File: config.mk
export PLATFORM = sky130hd
export DESIGN_NAME = fasta_stream_parser
export DESIGN_NICKNAME = d
export VERILOG_FILES = /design/src/hw/rtl/fsp_pkg.sv /design/src/hw/rtl/fsp_out_buf.sv /design/src/hw/rtl/fasta_stream_parser.sv
export VERILOG_INCLUDE_DIRS = /design/src /design/src/hw/rtl
export SDC_FILE = /design/constraint.sdc
export NUM_CORES = 1
export LEC_CHECK = 0
export ABC_AREA = 1
export BUFFER_PORTS_ARGS = -buffer_cell sky130_fd_sc_hd__buf_2
export CAP_MARGIN = 20
export CORE_ASPECT_RATIO = 0.75
export CORE_UTILIZATION = 45
export CTS_BUF_LIST = sky130_fd_sc_hd__clkbuf_8
export CTS_CLUSTER_SIZE = 12
export DETAILED_ROUTE_END_ITERATION = 8
export PLACE_DENSITY_LB_ADDON = 0.1
export SLEW_MARGIN = 20
export SYNTH_ARGS = -nofsm -noshare
export SYNTH_HDL_FRONTEND = slang
export SYNTH_SLANG_ARGS = --single-unit
File: constraint.sdc
create_clock -name clk -period 7.6 [get_ports clk]
set_clock_uncertainty 0.05 [all_clocks]
set_input_delay 1.14 -clock clk [delete_from_list [all_inputs] [get_ports clk]]
set_output_delay 1.14 -clock clk [all_outputs]
set_load 0.05 [all_outputs]
File: src/hw/rtl/fasta_stream_parser_macros.svh
// Assertion macros shared by the parser RTL files.
`ifndef FASTA_STREAM_PARSER_MACROS_SVH
`define FASTA_STREAM_PARSER_MACROS_SVH

`ifndef SYNTHESIS
// Check a property on every clock edge outside reset.
`define FSP_ASSERT(lbl, prop) \
  lbl: assert property (@(posedge clk) disable iff (rst) (prop)) \
    else $error("fasta parser check failed");
// Check a property on every clock edge, reset included.
`define FSP_ASSERT_ALWAYS(lbl, prop) \
  lbl: assert property (@(posedge clk) (prop)) \
    else $error("fasta parser check failed");
`else
`define FSP_ASSERT(lbl, prop)
`define FSP_ASSERT_ALWAYS(lbl, prop)
`endif

`endif

File: src/hw/rtl/fsp_pkg.sv
// Types and constants of the FASTA stream parser.
package fsp_pkg;

  localparam int LenW  = 40;
  localparam int LineW = 32;

  localparam logic [LenW-1:0]  LEN_MAX  = {LenW{1'b1}};
  localparam logic [LineW-1:0] LINE_MAX = {LineW{1'b1}};

  localparam logic [7:0] CH_NL = 8'h0A;
  localparam logic [7:0] CH_CR = 8'h0D;
  localparam logic [7:0] CH_SP = 8'h20;

  // Input op codes
  localparam logic OP_DATA = 1'b0;
  localparam logic OP_EOS  = 1'b1;

  // Result kinds
  localparam logic [2:0] KIND_DESC = 3'd0;
  localparam logic [2:0] KIND_HEND = 3'd1;
  localparam logic [2:0] KIND_SEQ  = 3'd2;
  localparam logic [2:0] KIND_REND = 3'd3;
  localparam logic [2:0] KIND_ERR  = 3'd4;

  // Error codes
  localparam logic [1:0] ERR_FIRST_BYTE = 2'd0;
  localparam logic [1:0] ERR_EMPTY_SEQ  = 2'd1;
  localparam logic [1:0] ERR_EMPTY_STRM = 2'd2;
  localparam logic [1:0] ERR_OPEN_HDR   = 2'd3;

  // Configuration register indexes
  localparam logic [1:0] REG_SEPARATOR = 2'd0;
  localparam logic [1:0] REG_EMIT_DESC = 2'd1;
  localparam logic [1:0] REG_EMIT_SEQ  = 2'd2;
  localparam logic [1:0] REG_EMIT_LEN  = 2'd3;

  localparam logic [7:0] SEPARATOR_RESET = 8'd62;

  typedef enum logic [2:0] {
    ST_EXPECT    = 3'd0,
    ST_HEADER    = 3'd1,
    ST_LINESTART = 3'd2,
    ST_INLINE    = 3'd3,
    ST_HALTED    = 3'd4
  } parse_state_t;

  typedef struct packed {
    logic       op;
    logic [7:0] in_byte;
  } in_item_t;

  typedef struct packed {
    logic [2:0]       kind;
    logic [7:0]       out_byte;
    logic [LenW-1:0]  record_length;
    logic [LineW-1:0] line_number;
    logic [1:0]       error_code;
  } out_item_t;

endpackage

File: src/hw/rtl/fsp_out_buf.sv
// Two-entry output buffer: result register plus skid register.
`include "fasta_stream_parser_macros.svh"

module fsp_out_buf
  import fsp_pkg::*;
(
  input  logic      clk,
  input  logic      rst,
  input  logic      push,
  input  out_item_t push_data,
  output logic      room,
  output logic      out_valid,
  input  logic      out_ready,
  output out_item_t out_item
);

  logic      skid_valid;
  out_item_t skid;
  logic      drain;

  // Output register may load when empty or when its beat leaves this cycle
  assign drain = !out_valid || out_ready;
  assign room  = !skid_valid;

  // Track occupancy
  always_ff @(posedge clk) begin
    if (rst) begin
      out_valid  <= 1'b0;
      skid_valid <= 1'b0;
    end else if (drain) begin
      if (skid_valid) begin
        out_valid  <= 1'b1;
        skid_valid <= 1'b0;
      end else begin
        out_valid <= push;
      end
    end else if (push) begin
      skid_valid <= 1'b1;
    end
  end

  // Move payload: skid drains first, new beats park in skid when stalled
  always_ff @(posedge clk) begin
    if (drain) begin
      if (skid_valid) begin
        out_item <= skid;
      end else if (push) begin
        out_item <= push_data;
      end
    end else if (push) begin
      skid <= push_data;
    end
  end

  `FSP_ASSERT(skid_needs_out, skid_valid |-> out_valid)
  `FSP_ASSERT(skid_only_on_stall, $rose(skid_valid) |-> $past(out_valid && !out_ready))
  `FSP_ASSERT(stall_push_parks, (out_valid && !out_ready && push) |=> skid_valid)

endmodule

File: src/hw/rtl/fasta_stream_parser.sv
// Top level of the FASTA stream parser: byte parser, config registers, output buffer.
// A result beat is registered in the result register, or in the skid register when the output stalls.
// Throughput: one byte per cycle; input stalls only when both the result register
// and the skid register hold beats.
// Bytes that cause no result are still taken one per cycle while the skid register is empty.
// Synchronous reset rearms the parser and loads the register reset values.
`include "fasta_stream_parser_macros.svh"

module fasta_stream_parser
  import fsp_pkg::*;
(
  input  logic       clk,
  input  logic       rst,
  input  logic       in_valid,
  output logic       in_ready,
  input  in_item_t   in_item,
  output logic       out_valid,
  input  logic       out_ready,
  output out_item_t  out_item,
  input  logic       cfg_we,
  input  logic [1:0] cfg_index,
  input  logic [7:0] cfg_data
);

  logic [7:0] separator_char;
  logic       emit_description;
  logic       emit_sequence;
  logic       emit_length;

  parse_state_t     state, state_next;
  logic [LenW-1:0]  seq_count, seq_count_next;
  logic [LineW-1:0] line_count, line_count_next;

  logic             accept;
  logic             has_res;
  out_item_t        res;
  logic [LenW-1:0]  seq_inc;
  logic [LineW-1:0] line_inc;
  logic             is_sep;
  logic             is_nl;

  assign accept   = in_valid && in_ready;
  assign seq_inc  = (seq_count == LEN_MAX) ? seq_count : seq_count + 1'b1;
  assign line_inc = (line_count == LINE_MAX) ? line_count : line_count + 1'b1;
  assign is_sep   = (in_item.in_byte == separator_char);
  assign is_nl    = (in_item.in_byte == CH_NL);

  // Write configuration registers
  always_ff @(posedge clk) begin
    if (rst) begin
      separator_char   <= SEPARATOR_RESET;
      emit_description <= 1'b1;
      emit_sequence    <= 1'b1;
      emit_length      <= 1'b1;
    end else if (cfg_we) begin
      case (cfg_index)
        REG_SEPARATOR: separator_char   <= cfg_data;
        REG_EMIT_DESC: emit_description <= cfg_data[0];
        REG_EMIT_SEQ:  emit_sequence    <= cfg_data[0];
        REG_EMIT_LEN:  emit_length      <= cfg_data[0];
        default: ;
      endcase
    end
  end

  // Next parser state and counters
  always_comb begin
    state_next      = state;
    seq_count_next  = seq_count;
    line_count_next = line_count;
    if (in_item.op == OP_EOS) begin
      state_next      = ST_EXPECT;
      seq_count_next  = '0;
      line_count_next = LineW'(1);
    end else begin
      case (state)
        ST_EXPECT: begin
          state_next = is_sep ? ST_HEADER : ST_HALTED;
        end
        ST_HEADER: begin
          if (is_nl) begin
            seq_count_next  = '0;
            line_count_next = line_inc;
            state_next      = ST_LINESTART;
          end
        end
        ST_LINESTART, ST_INLINE: begin
          if (state == ST_LINESTART && is_sep) begin
            state_next = (seq_count == '0) ? ST_HALTED : ST_HEADER;
          end else if (is_nl) begin
            line_count_next = line_inc;
            state_next      = ST_LINESTART;
          end else begin
            seq_count_next = seq_inc;
            state_next     = ST_INLINE;
          end
        end
        default: state_next = ST_HALTED;
      endcase
    end
  end

  // Result beat for the current byte
  always_comb begin
    has_res           = 1'b0;
    res.kind          = KIND_DESC;
    res.out_byte      = '0;
    res.record_length = '0;
    res.line_number   = line_count;
    res.error_code    = ERR_FIRST_BYTE;
    if (in_item.op == OP_EOS) begin
      case (state)
        ST_EXPECT: begin
          has_res        = 1'b1;
          res.kind       = KIND_ERR;
          res.error_code = ERR_EMPTY_STRM;
        end
        ST_HEADER: begin
          has_res        = 1'b1;
          res.kind       = KIND_ERR;
          res.error_code = ERR_OPEN_HDR;
        end
        ST_LINESTART, ST_INLINE: begin
          if (seq_count == '0) begin
            has_res         = 1'b1;
            res.kind        = KIND_ERR;
            res.error_code  = ERR_EMPTY_SEQ;
            res.line_number = line_count - 1'b1;
          end else if (emit_length) begin
            has_res           = 1'b1;
            res.kind          = KIND_REND;
            res.record_length = seq_count;
          end
        end
        default: ;
      endcase
    end else begin
      case (state)
        ST_EXPECT: begin
          if (!is_sep) begin
            has_res        = 1'b1;
            res.kind       = KIND_ERR;
            res.error_code = ERR_FIRST_BYTE;
          end
        end
        ST_HEADER: begin
          if (is_nl) begin
            has_res  = emit_description;
            res.kind = KIND_HEND;
          end else if (in_item.in_byte != CH_CR) begin
            has_res      = emit_description;
            res.kind     = KIND_DESC;
            res.out_byte = in_item.in_byte;
          end
        end
        ST_LINESTART, ST_INLINE: begin
          if (state == ST_LINESTART && is_sep) begin
            if (seq_count == '0) begin
              has_res         = 1'b1;
              res.kind        = KIND_ERR;
              res.error_code  = ERR_EMPTY_SEQ;
              res.line_number = line_count - 1'b1;
            end else begin
              has_res           = emit_length;
              res.kind          = KIND_REND;
              res.record_length = seq_count;
            end
          end else if (!is_nl && in_item.in_byte != CH_SP && in_item.in_byte != CH_CR) begin
            has_res      = emit_sequence;
            res.kind     = KIND_SEQ;
            res.out_byte = in_item.in_byte;
          end
        end
        default: ;
      endcase
    end
  end

  // Advance parser on each accepted beat
  always_ff @(posedge clk) begin
    if (rst) begin
      state      <= ST_EXPECT;
      seq_count  <= '0;
      line_count <= LineW'(1);
    end else if (accept) begin
      state      <= state_next;
      seq_count  <= seq_count_next;
      line_count <= line_count_next;
    end
  end

  fsp_out_buf u_out_buf (
    .clk       (clk),
    .rst       (rst),
    .push      (accept && has_res),
    .push_data (res),
    .room      (in_ready),
    .out_valid (out_valid),
    .out_ready (out_ready),
    .out_item  (out_item)
  );

  `FSP_ASSERT(halted_silent, (accept && state == ST_HALTED) |-> !has_res)
  `FSP_ASSERT(eos_rearms,
    (accept && in_item.op == OP_EOS) |=>
      (state == ST_EXPECT && seq_count == '0 && line_count == LineW'(1)))
  `FSP_ASSERT(line_never_zero, line_count != '0)

endmodule
Word-level counts from Yosys, hierarchy flattened

Index checks and enable logic that the tools add are counted.
Widths: inputs -> output; s select.

Flip-flop bits (word level): 258
Input bits: 24
Output and inout bits: 87
Logic and storage cells: 122

Add/subtract/negate cells: 3
Eq/ne operators: 16
Mux-type cells: 57
Bitwise gates (word level): 1
Reduce and logical (&&, ||, !) cells: 26

Operators by type and width:

| kind                  | number |
|---|---|
| $mux 40               | 8 |
| $mux 85               | 2 |
| $mux 74               | 2 |
| $mux 72               | 2 |
| $mux 32               | 4 |
| $pmux 40 s2           | 1 |
| $pmux 32 s2           | 1 |
| $add 40x1->40 const B | 1 |
| $eq 40x40->1 const B  | 1 |
| $logic_not 40->1      | 1 |
| $mux 34               | 1 |
| $add 32x1->32 const B | 1 |
| $eq 32x32->1 const B  | 1 |
| $mux 8                | 4 |
| $sub 32x1->32 const B | 1 |
| $mux 3                | 10 |
| $pmux 3 s3            | 2 |
| $pmux 8 s2            | 1 |
| $reduce_and 2->1      | 7 |
| $mux 1                | 12 |
| $ne 3x3->1 const B    | 4 |
| $mux 10               | 1 |
| $eq 8x4->1 const B    | 1 |
| $eq 8x8->1            | 1 |
| 22 further kinds      | 33 |

Longest topological paths before layout

Gate-level depths: netlist of the first run.

Depth after elaboration: 11
Depth in mapped cells: 15
Mapped depth without buffers: 14

Hierarchy

A second synthesis of the first run with hierarchy kept.

Cells, all modules: 2124
Area total of the unflattened synthesis: 15064.4 sq um

Modules (own cells, without submodules):

| module              | instances | cells an instance | area each (sq um) | sequential area each (sq um) |
|---|---|---|---|---|
| fasta_stream_parser | 1         | 1668              | 8784.7            | 1721.7 |
| fsp_out_buf         | 1         | 456               | 6279.8            | 5144.9 |

Worst setup path before layout of the first run

No wires, ideal clock.

Path kind: input-to-reg
Start: input in_item[7] (netlist bit)
End: register u_out_buf.out_item[0] (netlist name)
Setup time: 529 ps
Data arrival time: 5635 ps
Path slack: 1386 ps
Cell stages on the path: 9
Buffers on the path: 0
Cell sequence: xnor2_1 nand2_1 nor2_1 nand3_2 nor2_4 nand2_1 nand3_1 a21oi_1 nor2_1

Longest elaborated chain between the ends: 11
Elaborated cells between the ends (all ways): 18

RTL lines:

| item                                 | line                       | text |
|---|---|---|
| start: declaration                   | fasta_stream_parser.sv:16  | `input in_item_t in_item,` |
| $eq 8x4->1                           | fasta_stream_parser.sv:46  | `assign is_nl = (in_item.in_byte == CH_NL);` |
| $logic_not 1->1                      | fasta_stream_parser.sv:168 | `end else if (!is_nl && in_item.in_byte != CH_SP && in_item.in_byte != CH_CR) begin` |
| $logic_and 1x1->1 (2 in series)      | fasta_stream_parser.sv:168 |  |
| $mux 1                               | fasta_stream_parser.sv:168 |  |
| $mux 1                               | fasta_stream_parser.sv:157 | `if (state == ST_LINESTART && is_sep) begin` |
| $pmux 1 s3 *                         | fasta_stream_parser.sv:138 | `case (state)` |
| $mux 1 *                             | fasta_stream_parser.sv:111 | `if (in_item.op == OP_EOS) begin` |
| $logic_and 1x1->1 *                  | fasta_stream_parser.sv:195 | `.push (accept && has_res),` |
| $reduce_bool 2->1 (no source line) * | --                         |  |
| $reduce_and 2->1 (no source line) *  | --                         |  |

Mark *: on every way between the ends. The rest lies on a longest branch, timed or not.
A chain may end at the register's enable or synchronous reset.

Worst setup path after layout of the first run

Start: input in_item[3] (netlist bit)
End: register u_out_buf.skid[21] (netlist bit) (enable)

Longest elaborated chain between the ends: 10
Elaborated cells between the ends (all ways): 17

RTL lines:

| item                                | line                       | text |
|---|---|---|
| $eq 8x4->1                          | fasta_stream_parser.sv:46  |  |
| $logic_not 1->1                     | fasta_stream_parser.sv:168 |  |
| $logic_and 1x1->1 (2 in series)     | fasta_stream_parser.sv:168 |  |
| $mux 1                              | fasta_stream_parser.sv:168 |  |
| $mux 1                              | fasta_stream_parser.sv:157 |  |
| $pmux 1 s3 *                        | fasta_stream_parser.sv:138 |  |
| $mux 1 *                            | fasta_stream_parser.sv:111 |  |
| $logic_and 1x1->1 *                 | fasta_stream_parser.sv:195 |  |
| $reduce_and 2->1 (no source line) * | --                         |  |
| end signal: assignment              | fsp_out_buf.sv:51          | `skid <= push_data;` |
| end: declaration                    | fsp_out_buf.sv:18          | `out_item_t skid;` |

Marks and branches as above.

==> flow_metrics.py, run 1 <==
metrics = {
    "outcome": {
        "status": "finished, final reports clean",
    },
    "synthesis": {
        "synth_ff_type": "edfxtp_1",
        "syn_area_per_cell_sq_um": 7.19,
        "synth-seq-cells": 258,
        "yosysSeqAreaShare_pct": 44.9,
        "synth_nets": 2155,
        "synth_area_leader_cell": "edfxtp_1",
        "synth-edff-count": 170,
        "yosys-top-cells-area": "edfxtp_1 33%, nand2_1 19%, dfxtp_1 12%",
        "synth_cell_types": 38,
        "yosysMostFrequentCell": "nand2_1",
        "syn_inst": 2127,
        "syn_area_sq_um": 15300,
        "yosysTopAreaCellShare_pct": 33.4,
        "synthTopCellsByCount": "785 x nand2_1, 279 x nor2_1, 211 x nand3_1, 170 x edfxtp_1, 127 x a21oi_1",
        "ys.warnings.count": 0,
        "async_reset_ff_share_pct": 0,
    },
    "sta": {
        "slew_viol_final": 0,
        "holdWs_ns": 0.441,
        "min_period_over_period_pct": 50.5,
        "worst_slew_pin_slew_ns": 1.05,
        "setup_violations": 0,
        "finalHoldViolCount": 0,
        "timing.fmax_ghz": 0.260,
        "rsz0062_at_grt": "no",
        "fin_crit_ns": 3.84,
        "fin_setup_tns_ns": 0,
        "worst_slack_ns": 3.76,
        "relSlewSlack_pct": 29.8,
    },
    "final_layout": {
        "layout.cells.non_filler": 2671,
        "layout.nets": 2220,
        "n_fill_cell": 3462,
        "diodes": 0,
        "area_growth_pct": 9.90,
        "drive_gt1_share_pct": 11.5,
    },
    "global_route": {
        "grt-ovfl-total": 0,
        "use_met3_pct": 9.34,
        "antenna_found_initial": 0,
        "met1_usage_pct": 47.9,
        "met2_usage_pct": 32.4,
        "busiest_layer": "met1",
        "grt_pass1_vias": 12700,
        "grt_pass1_wl_mm": 75.7,
        "grt_util_all_layers_pct": 28.3,
        "grt_max_degree": 92,
    },
    "place": {
        "portBuffers": 110,
        "dp_hpwl_mm": 35.6,
        "place_ws_ns": 3.20,
        "dp.cells": 2594,
        "gp_congestion": 1.00,
    },
    "drt": {
        "ant_nets": 0,
        "drtIter0Drc": 1710,
        "via_per_inst": 5.40,
        "wl_per_cell_um": 18.6,
        "drc": 0,
        "via_count": 14400,
        "wl_mm": 49.8,
        "first_pass_iters": 5,
    },
    "floorplan": {
        "rows": 58,
        "start_util_pct": 45.6,
        "dieHeight_um": 162,
        "die_area_sq_um": 34700,
        "die_x_um": 215,
        "pin_count": 111,
        "core-area_sq_um": 33500,
    },
    "power": {
        "p_int_mw": 2.25,
        "max-vdd-ir-drop_mv": 0.118,
        "p_leak_nw": 6.42,
        "switching_share_pct": 28.2,
        "pwr-share-comb_pct": 11.0,
        "p_seq_share_pct": 50.2,
        "power_density_nw_per_um2": 186,
        "pwr-share-clk_pct": 38.9,
        "switchingPower_mw": 0.882,
    },
    "cts": {
        "cts_sinks": 258,
        "cts_root_buf": "clkbuf_8",
        "cts_tree": "built",
        "insertion_delay_ns": 0.60,
        "hold_buffers": 0,
        "ctsHtreeMaxLevel": 2,
        "cts_setup_buffers": 0,
        "cts_buffers": 45,
        "clock_tree.buffer_depth": 3,
        "cts.repair.resized": 0,
        "clkSlewWorstSetupHoldPaths_ns": 0.06,
    },
    "setup_path": {
        "setup.worst_path.end_class": "flip-flop",
        "critPathLaunchType": "input port",
        "required_ns": 7.76,
        "path_max_fanout": 74,
        "worstSetupPathType": "in -> reg",
        "cp.arrival_ns": 4.00,
    },
    "flow_run": {
        "drv_cap": 0,
    },
    "worst_hold_path": {
        "min_path_type": "reg -> reg",
    },
}
## placed cells by master (no fill, tap or decap), types with 13 or more instances in the layout
| master | instances |
|---|---|
| nand2_1 | 785 |
| nor2_1 | 277 |
| nand3_1 | 211 |
| edfxtp_1 | 170 |
| inv_1 | 129 |
| a21oi_1 | 127 |
| buf_2 | 110 |
| dfxtp_1 | 87 |
| xor2_1 | 53 |
| clkbuf_8 | 46 |
| a21oi_2 | 39 |
| o21ai_0 | 35 |
| nor3_1 | 32 |
| nand4_1 | 22 |
| buf_4 | 13 |
## path summary, 6_finish.rpt
check                         start                 end  slack, ns  cells past startpoint
setup / recovery         in_item[3]  u_out_buf.skid[21]       3.76                     12
hold / removal    separator_char[0]   separator_char[0]       0.44                      2
setup reg to reg       seq_count[0]        seq_count[1]       3.99                     12
hold reg to reg   separator_char[0]   separator_char[0]       0.44                      2
## layout make-up
class                      count  area, sq um  area share [%]
clock buffer                  46          633            3.77
timing repair buffer         124          668            3.97
tap                          450          563            3.35
clock inverter                30          199            1.18
multi-input combinational   1628         7370            43.9
sequential                   258         6870            40.8
inverter                     135          509            3.03
## logic make-up after synthesis
logic type	after synthesis	share of synthesized area, %
fa+ha+maj	4	0.327
xor+xnor	58	3.32
simple gates	1355	36.3
flops	258	44.9
compound gates	211	8.06
buf+inv	241	7.08
## state kept, by name (all words and copies together) (netlist names)
register              cells
u_out_buf.skid_valid      1
emit_length               1
seq_count                40
emit_sequence             1
u_out_buf.out_item       85
u_out_buf.out_valid       1
separator_char            8
state                     3
emit_description          1
line_count               32
u_out_buf.skid           85
## worst max-delay path, stage by stage
cell and delay [ns]:
buf_2 0.13, xnor2_1 0.13, nand2_1 0.06, nor2_1 0.32
nand3_2 0.20, nor2_4 0.11, buf_4 0.40, nand2_1 0.11
nand3_1 0.14, nand2_1 0.12, nor2_4 0.28, buf_4 0.81
## per-layer routing
metal | part of all wire, % | vias to the layer above | wire, um
met5 | 0 | - | 0
met4 | 1.5 | 0 | 743
met3 | 13 | 49 | 6400
met2 | 34 | 701 | 17000
met1 | 52 | 6600 | 25600
li1 | - | 7065 | -
## metrics by stage
step	area [sq um]	utilization [%]	power (mW)
after floorplan	15300	-	1.86
after global placement	16000	47.6	1.94
after detailed placement	16000	47.6	1.94
after CTS	16800	50.1	3.17
after global routing	16800	50.1	3.25
final	16800	50.1	3.13
## power by group through the flow
stage          Combinational [mW]  Clock (mW)  Sequential, mW
2_1_floorplan               0.122           0            1.74
3_3_place_gp                0.339           0            1.60
3_5_place_dp                0.339           0            1.60
4_1_cts                     0.340        1.26            1.57
5_1_grt                     0.363        1.31            1.57
6_report                    0.343        1.22            1.57
Note: power is estimated with default switching activity, not from simulation.
==> run 2, diff against run 1 <==
Settings changed: ABC_AREA 1 to 0.
Clock period 7.6 ns to 3.2 ns, I/O delays scaled along.
==> run 2 against run 1 <==
Core utilization grew 5.0 points. Die area down 20%. Hold slack worse by 0.35 ns. Worst setup slack worse by 3.6 ns. Clock power rose by 140%. Cell count decreased by 39%. First-iteration DRC count shrank 60%. Clock-buffer cell count decreased by 1. Sequential share of layout area grew 6.5 points. Synthesized cell count is 49% lower. Via count shrank 38%. Critical endpoint is now u_out_buf.out_item[33]. Largest cell class is now flip-flops and latches.
==> flow_metrics.py, run 2 <==
metrics = {
    "synthesis": {
        "synth_nets": 1120,
        "synth_xor_area_share_pct": 6.04,
        "synthTopCellsByCount": "170 x edfxtp_1, 94 x nor2_1, 88 x dfxtp_1, 79 x mux2_2, 70 x nand2_1",
        "syn_inst": 1092,
        "yosysTopAreaCellShare_pct": 41.9,
        "synth_simple_gate_area_share_pct": 20.7,
        "synth_fa_ha_area_share_pct": 0.411,
        "yosysSeqAreaShare_pct": 56.3,
        "syn_area_per_cell_sq_um": 11.2,
        "ys.warnings.count": 0,
        "synth-edff-count": 170,
        "synth_compound_area_share_pct": 5.42,
        "yosys-top-cells-area": "edfxtp_1 42%, dfxtp_1 14%, mux2_2 7.3%",
        "yosysMostFrequentCell": "edfxtp_1",
        "synth-seq-cells": 258,
        "synthMuxAreaShare_pct": 7.87,
        "async_reset_ff_share_pct": 0,
        "synth_cell_types": 61,
        "synth_ff_type": "edfxtp_1",
        "synth_area_leader_cell": "edfxtp_1",
        "synth_top_family_by_area": "simple AND/OR/NAND/NOR gates",
        "syn_area_sq_um": 12200,
    },
    "setup_path": {
        "critPathLaunchType": "flip-flop",
        "cp.arrival_ns": 3.28,
        "rrSetupSlack_ns": 0.16,
        "r2r_cells": 9,
        "worstSetupPathType": "reg -> reg",
        "required_ns": 3.44,
        "path_max_fanout": 7,
        "setup.worst_path.end_class": "flip-flop",
    },
    "power": {
        "switching_share_pct": 27.6,
        "switchingPower_mw": 2.08,
        "p_int_mw": 5.46,
        "power_density_nw_per_um2": 521,
        "pwr-share-clk_pct": 38.2,
        "p_leak_nw": 5.49,
        "p_seq_share_pct": 49.9,
        "pwr-share-comb_pct": 11.9,
        "max-vdd-ir-drop_mv": 0.287,
    },
    "global_route": {
        "use_met3_pct": 4.08,
        "grt_util_all_layers_pct": 21.8,
        "antenna_found_initial": 1,
        "met2_usage_pct": 28.5,
        "met1_usage_pct": 35.8,
        "grt-ovfl-total": 0,
        "grt_pass1_wl_mm": 47.0,
        "grt_max_degree": 53,
        "busiest_layer": "met1",
        "grt_pass1_vias": 8327,
    },
    "drt": {
        "first_pass_iters": 5,
        "via_per_inst": 5.51,
        "ant_nets": 0,
        "drc": 0,
        "wl_mm": 29.5,
        "via_count": 9003,
        "wl_per_cell_um": 18.1,
        "drtIter0Drc": 678,
    },
    "outcome": {
        "status": "finished, final reports clean",
    },
    "place": {
        "gp_congestion": 0.880,
        "dp_hpwl_mm": 20.1,
        "portBuffers": 110,
        "place_ws_ns": 0.0709,
    },
    "final_layout": {
        "final_cell_mix": "170 x edfxtp_1, 110 x buf_2, 93 x nor2_1",
        "layout_commonest_cell": "edfxtp_1",
        "fin_util_pct": 55.1,
        "layout.nets": 1282,
        "drive_gt1_share_pct": 27.6,
        "reg_top3": "u_out_buf.out_item x85, u_out_buf.skid x85, seq_count x40",
        "area_growth_pct": 18.9,
    },
    "sta": {
        "fin_crit_ns": 3.04,
        "slew_viol_final": 0,
        "worst_slack_ns": 0.159,
        "rsz0062_at_grt": "no",
        "min_period_over_period_pct": 95.0,
        "setup_violations": 0,
        "relSlewSlack_pct": 42.1,
        "worst_slew_pin_slew_ns": 0.863,
        "finalHoldViolCount": 0,
        "timing.fmax_ghz": 0.329,
    },
    "floorplan": {
        "rows": 51,
        "pin_count": 111,
        "die_area_sq_um": 27800,
        "start_util_pct": 46.4,
        "die_x_um": 192,
        "core-area_sq_um": 26300,
        "dieHeight_um": 145,
    },
    "cts": {
        "clock_tree.buffer_depth": 3,
        "cts_tree": "built",
        "cts_sinks": 258,
        "insertion_delay_ns": 0.54,
        "hold_buffers": 0,
        "clkSlewWorstSetupHoldPaths_ns": 0.06,
        "ctsHtreeMaxLevel": 2,
        "cts_root_buf": "clkbuf_8",
        "cts_buffers": 43,
    },
    "worst_hold_path": {
        "holdPathStages": 2,
        "min_path_type": "in -> reg",
    },
    "flow_run": {
        "drv_cap": 0,
    },
}
## run 2: changes by cell type in the layout (fill, tap and decap cells not counted), moves of 79 or more
cell	delta
a21oi_1	-101
nor2_1	-184
mux2_2	+79
nand3_1	-176
nand2_1	-715
inv_1	-89
## run 2: power groups by stage
| stage | Clock [mW] | Combinational, mW | Sequential, mW |
|---|---|---|---|
| 3_3_place_gp | 0 | 0.899 | 3.84 |
| 5_1_grt | 3.10 | 0.946 | 3.78 |
| 3_5_place_dp | 0 | 0.901 | 3.84 |
| 4_1_cts | 2.96 | 0.903 | 3.77 |
| 2_1_floorplan | 0 | 0.218 | 4.26 |
| 6_report | 2.88 | 0.896 | 3.77 |
## run 2: layer usage
| layer | share of wire, % | vias up |
|---|---|---|
| li1 | - | 4331 |
| met1 | 54 | 4323 |
| met2 | 38 | 311 |
| met3 | 7.0 | 38 |
| met4 | 1.5 | 0 |
| met5 | 0 | - |
## run 2: worst paths after layout
path                             to                from
max          u_out_buf.out_item[33]       seq_count[27]
min               separator_char[4]         cfg_data[4]
max reg2reg  u_out_buf.out_item[33]       seq_count[27]
min reg2reg  u_out_buf.out_item[80]  u_out_buf.skid[80]
## run 2: cells by family (layout without fill, tap and decap cells)
| kind of cell | after synthesis | after routing |
|---|---|---|
| DFF | 258 | 258 |
| buffers and inverters | 99 | 295 |
| and+or+nand+nor | 464 | 464 |
| other | 0 | 1 |
| xor gates and xnor gates | 84 | 84 |
| adders and majority gates | 4 | 4 |
| muxes | 86 | 86 |
| AOI/OAI and AO/OA | 97 | 97 |
## run 2: worst max-delay path: stages, from the launching register on
cell and delay, ns:
dfxtp_1 0.42, nor4_2 0.30, nand2_1 0.16, or4_1 0.62, buf_4 0.21, nor4_4 0.26
buf_4 0.21, nand3b_1 0.12, xnor2_1 0.17, mux2_2 0.27
## run 2: area by class of cell
cell class	instances	area, sq um
well taps	344	430
diodes	1	2.50
flip-flops and latches	258	6870
repair buffers	189	1220
multi-input cells	735	5030
clock buffers	45	619
clock inverters	34	218
fillers	2319	11800
inverters	27	103
## run 2: through the flow
stage               instance area (sq um)  setup TNS [ns]  power [mW]  cells  hold WS [ns]
finish                              14500               0        7.55   1633        0.0942
global route                        14500               0        7.84   1632        0.0915
CTS                                 14500               0        7.64   1632        0.0652
detailed placement                  13600               0        4.74   1553         0.465
global placement                    13600               0        4.74   1553         0.449
floorplan                           12300         -140.47        4.48   1092         0.422
## run 2: repair_timing
action / in CTS / in global routing
resized for setup: 0 / 5
endpoints found under the setup margin: 0 / 82
buffers inserted: 0 / 0
==> run 3, diff against run 2 <==
Settings changed: ABC_AREA 0 to 1, BUFFER_PORTS_ARGS -buffer_cell sky130_fd_sc_hd__buf_2 to -buffer_cell sky130_fd_sc_hd__buf_4.
==> run 3 against run 2 <==
Highest routed layer unchanged. Worst setup slack gained 0.45 ns. Critical path depth up 1. Total power down 0.46%. Critical path type unchanged. Cell area is 20% higher. Die area rose by 25%.
==> flow_metrics.py, run 3 (synthesis results as in run 1) <==
metrics = {
    "drt": {
        "ant_nets": 0,
        "via_per_inst": 5.38,
        "drtIter0Drc": 1799,
        "wl_per_cell_um": 18.5,
        "first_pass_iters": 5,
        "wl_mm": 49.9,
        "via_count": 14500,
        "drc": 0,
    },
    "sta": {
        "fin_crit_ns": 2.59,
        "timing.fmax_ghz": 0.385,
        "worst_slew_pin_slew_ns": 0.934,
        "rsz0062_at_grt": "no",
        "slew_viol_final": 0,
        "min_period_over_period_pct": 81.1,
        "fin_setup_tns_ns": 0,
        "finalHoldViolCount": 0,
        "worst_slack_ns": 0.605,
        "setup_violations": 0,
        "relSlewSlack_pct": 37.8,
    },
    "power": {
        "switchingPower_mw": 2.11,
        "power_mw": 7.51,
        "switching_share_pct": 28.1,
        "p_leak_nw": 6.71,
        "max-vdd-ir-drop_mv": 0.264,
        "p_seq_share_pct": 49.7,
        "pwr-share-comb_pct": 12.2,
        "power_density_nw_per_um2": 431,
        "p_int_mw": 5.40,
        "pwr-share-clk_pct": 38.1,
    },
    "floorplan": {
        "die_x_um": 215,
        "die_area_sq_um": 34700,
        "pin_count": 111,
        "core-area_sq_um": 33500,
        "dieHeight_um": 162,
        "start_util_pct": 45.6,
        "rows": 58,
    },
    "cts": {
        "cts.repair.resized": 0,
        "insertion_delay_ns": 0.59,
        "clock_tree.buffer_depth": 3,
        "hold_buffers": 0,
        "clkSlewWorstSetupHoldPaths_ns": 0.06,
        "cts_root_buf": "clkbuf_8",
        "cts_sinks": 258,
        "cts_buffers": 42,
        "ctsHtreeMaxLevel": 2,
        "cts_setup_buffers": 0,
        "cts_tree": "built",
    },
    "final_layout": {
        "fin_util_pct": 52.0,
        "drive_gt1_share_pct": 12.7,
        "final_cell_mix": "785 x nand2_1, 277 x nor2_1, 211 x nand3_1",
        "layout.nets": 2249,
        "area_growth_pct": 14.0,
        "reg_top3": "u_out_buf.out_item x85, u_out_buf.skid x85, seq_count x40",
        "layout_commonest_cell": "nand2_1",
        "diodes": 0,
        "final_cell_area_sq_um": 17400,
    },
    "setup_path": {
        "cp.arrival_ns": 2.82,
        "setup.worst_path.end_class": "flip-flop",
        "rrSetupSlack_ns": 0.61,
        "worstSetupPathType": "reg -> reg",
        "path_max_fanout": 27,
        "critPathLaunchType": "flip-flop",
        "required_ns": 3.42,
    },
    "global_route": {
        "grt_util_all_layers_pct": 28.6,
        "grt_pass1_vias": 12700,
        "grt-ovfl-total": 0,
        "antenna_found_initial": 0,
        "grt_max_degree": 92,
        "grt_pass1_wl_mm": 76.4,
    },
    "place": {
        "portBuffers": 110,
        "place_ws_ns": 0.389,
        "dp_hpwl_mm": 37.2,
        "dpl_cell_area_sq_um": 16600,
        "gp_congestion": 1.01,
    },
    "outcome": {
        "status": "finished, final reports clean",
    },
    "flow_run": {
        "drv_cap": 0,
    },
    "worst_hold_path": {
        "min_path_type": "in -> reg",
    },
}
[run 3: power by group through the flow]
stage / Sequential, mW / Clock (mW) / Combinational (mW)
after CTS: 3.73 / 2.93 / 0.914
final: 3.73 / 2.87 / 0.915
after detailed placement: 3.80 / 0 / 0.912
after floorplan: 4.11 / 0 / 0.293
after global routing: 3.74 / 3.09 / 0.964
after global placement: 3.80 / 0 / 0.907
[run 3: final timing paths]
check / start / endpoint / cells after the start
setup / recovery: separator_char[7] / u_out_buf.out_item[64] / 10
hold reg to reg: emit_description / emit_description / 2
hold / removal: cfg_data[3] / separator_char[3] / 3
setup reg to reg: separator_char[7] / u_out_buf.out_item[64] / 10
[run 3: routing by layer]
layer / routed length (um) / up-vias / part of all wire, % / track usage (%)
met5: 0 / - / 0 / 0
met4: 734 / 0 / 1.5 / 5.84
met3: 6250 / 49 / 13 / 8.46
met2: 16800 / 677 / 34 / 33.1
met1: 26000 / 6692 / 52 / 48.8
li1: - / 7115 / - / -
[run 3: worst max-delay path, stage by stage (launching register included)]
cell     delay [ns]
dfxtp_1        0.36
xnor2_1        0.12
nand2_1        0.07
nor2_1         0.30
nand3_2        0.19
nor2_4         0.21
nand2_1        0.07
nand3_1        0.13
a21oi_1        0.14
nor2_4         0.39
buf_12         0.24
[run 3: cell type report]
class | count | area [sq um]
timing repair buffer | 156 | 1300
sequential | 258 | 6870
multi-input combinational | 1628 | 7370
clock inverter | 26 | 153
clock buffer | 49 | 674
inverter | 135 | 509
tap | 450 | 563
fill | 3265 | 16100
[run 3: through the flow]
stage                     hold slack [ns]  std cells
after detailed placement            0.416       2627
after global placement              0.412       2627
after global routing               0.0369       2702
final                              0.0489       2702
after CTS                          0.0133       2702
after floorplan                     0.393       2127
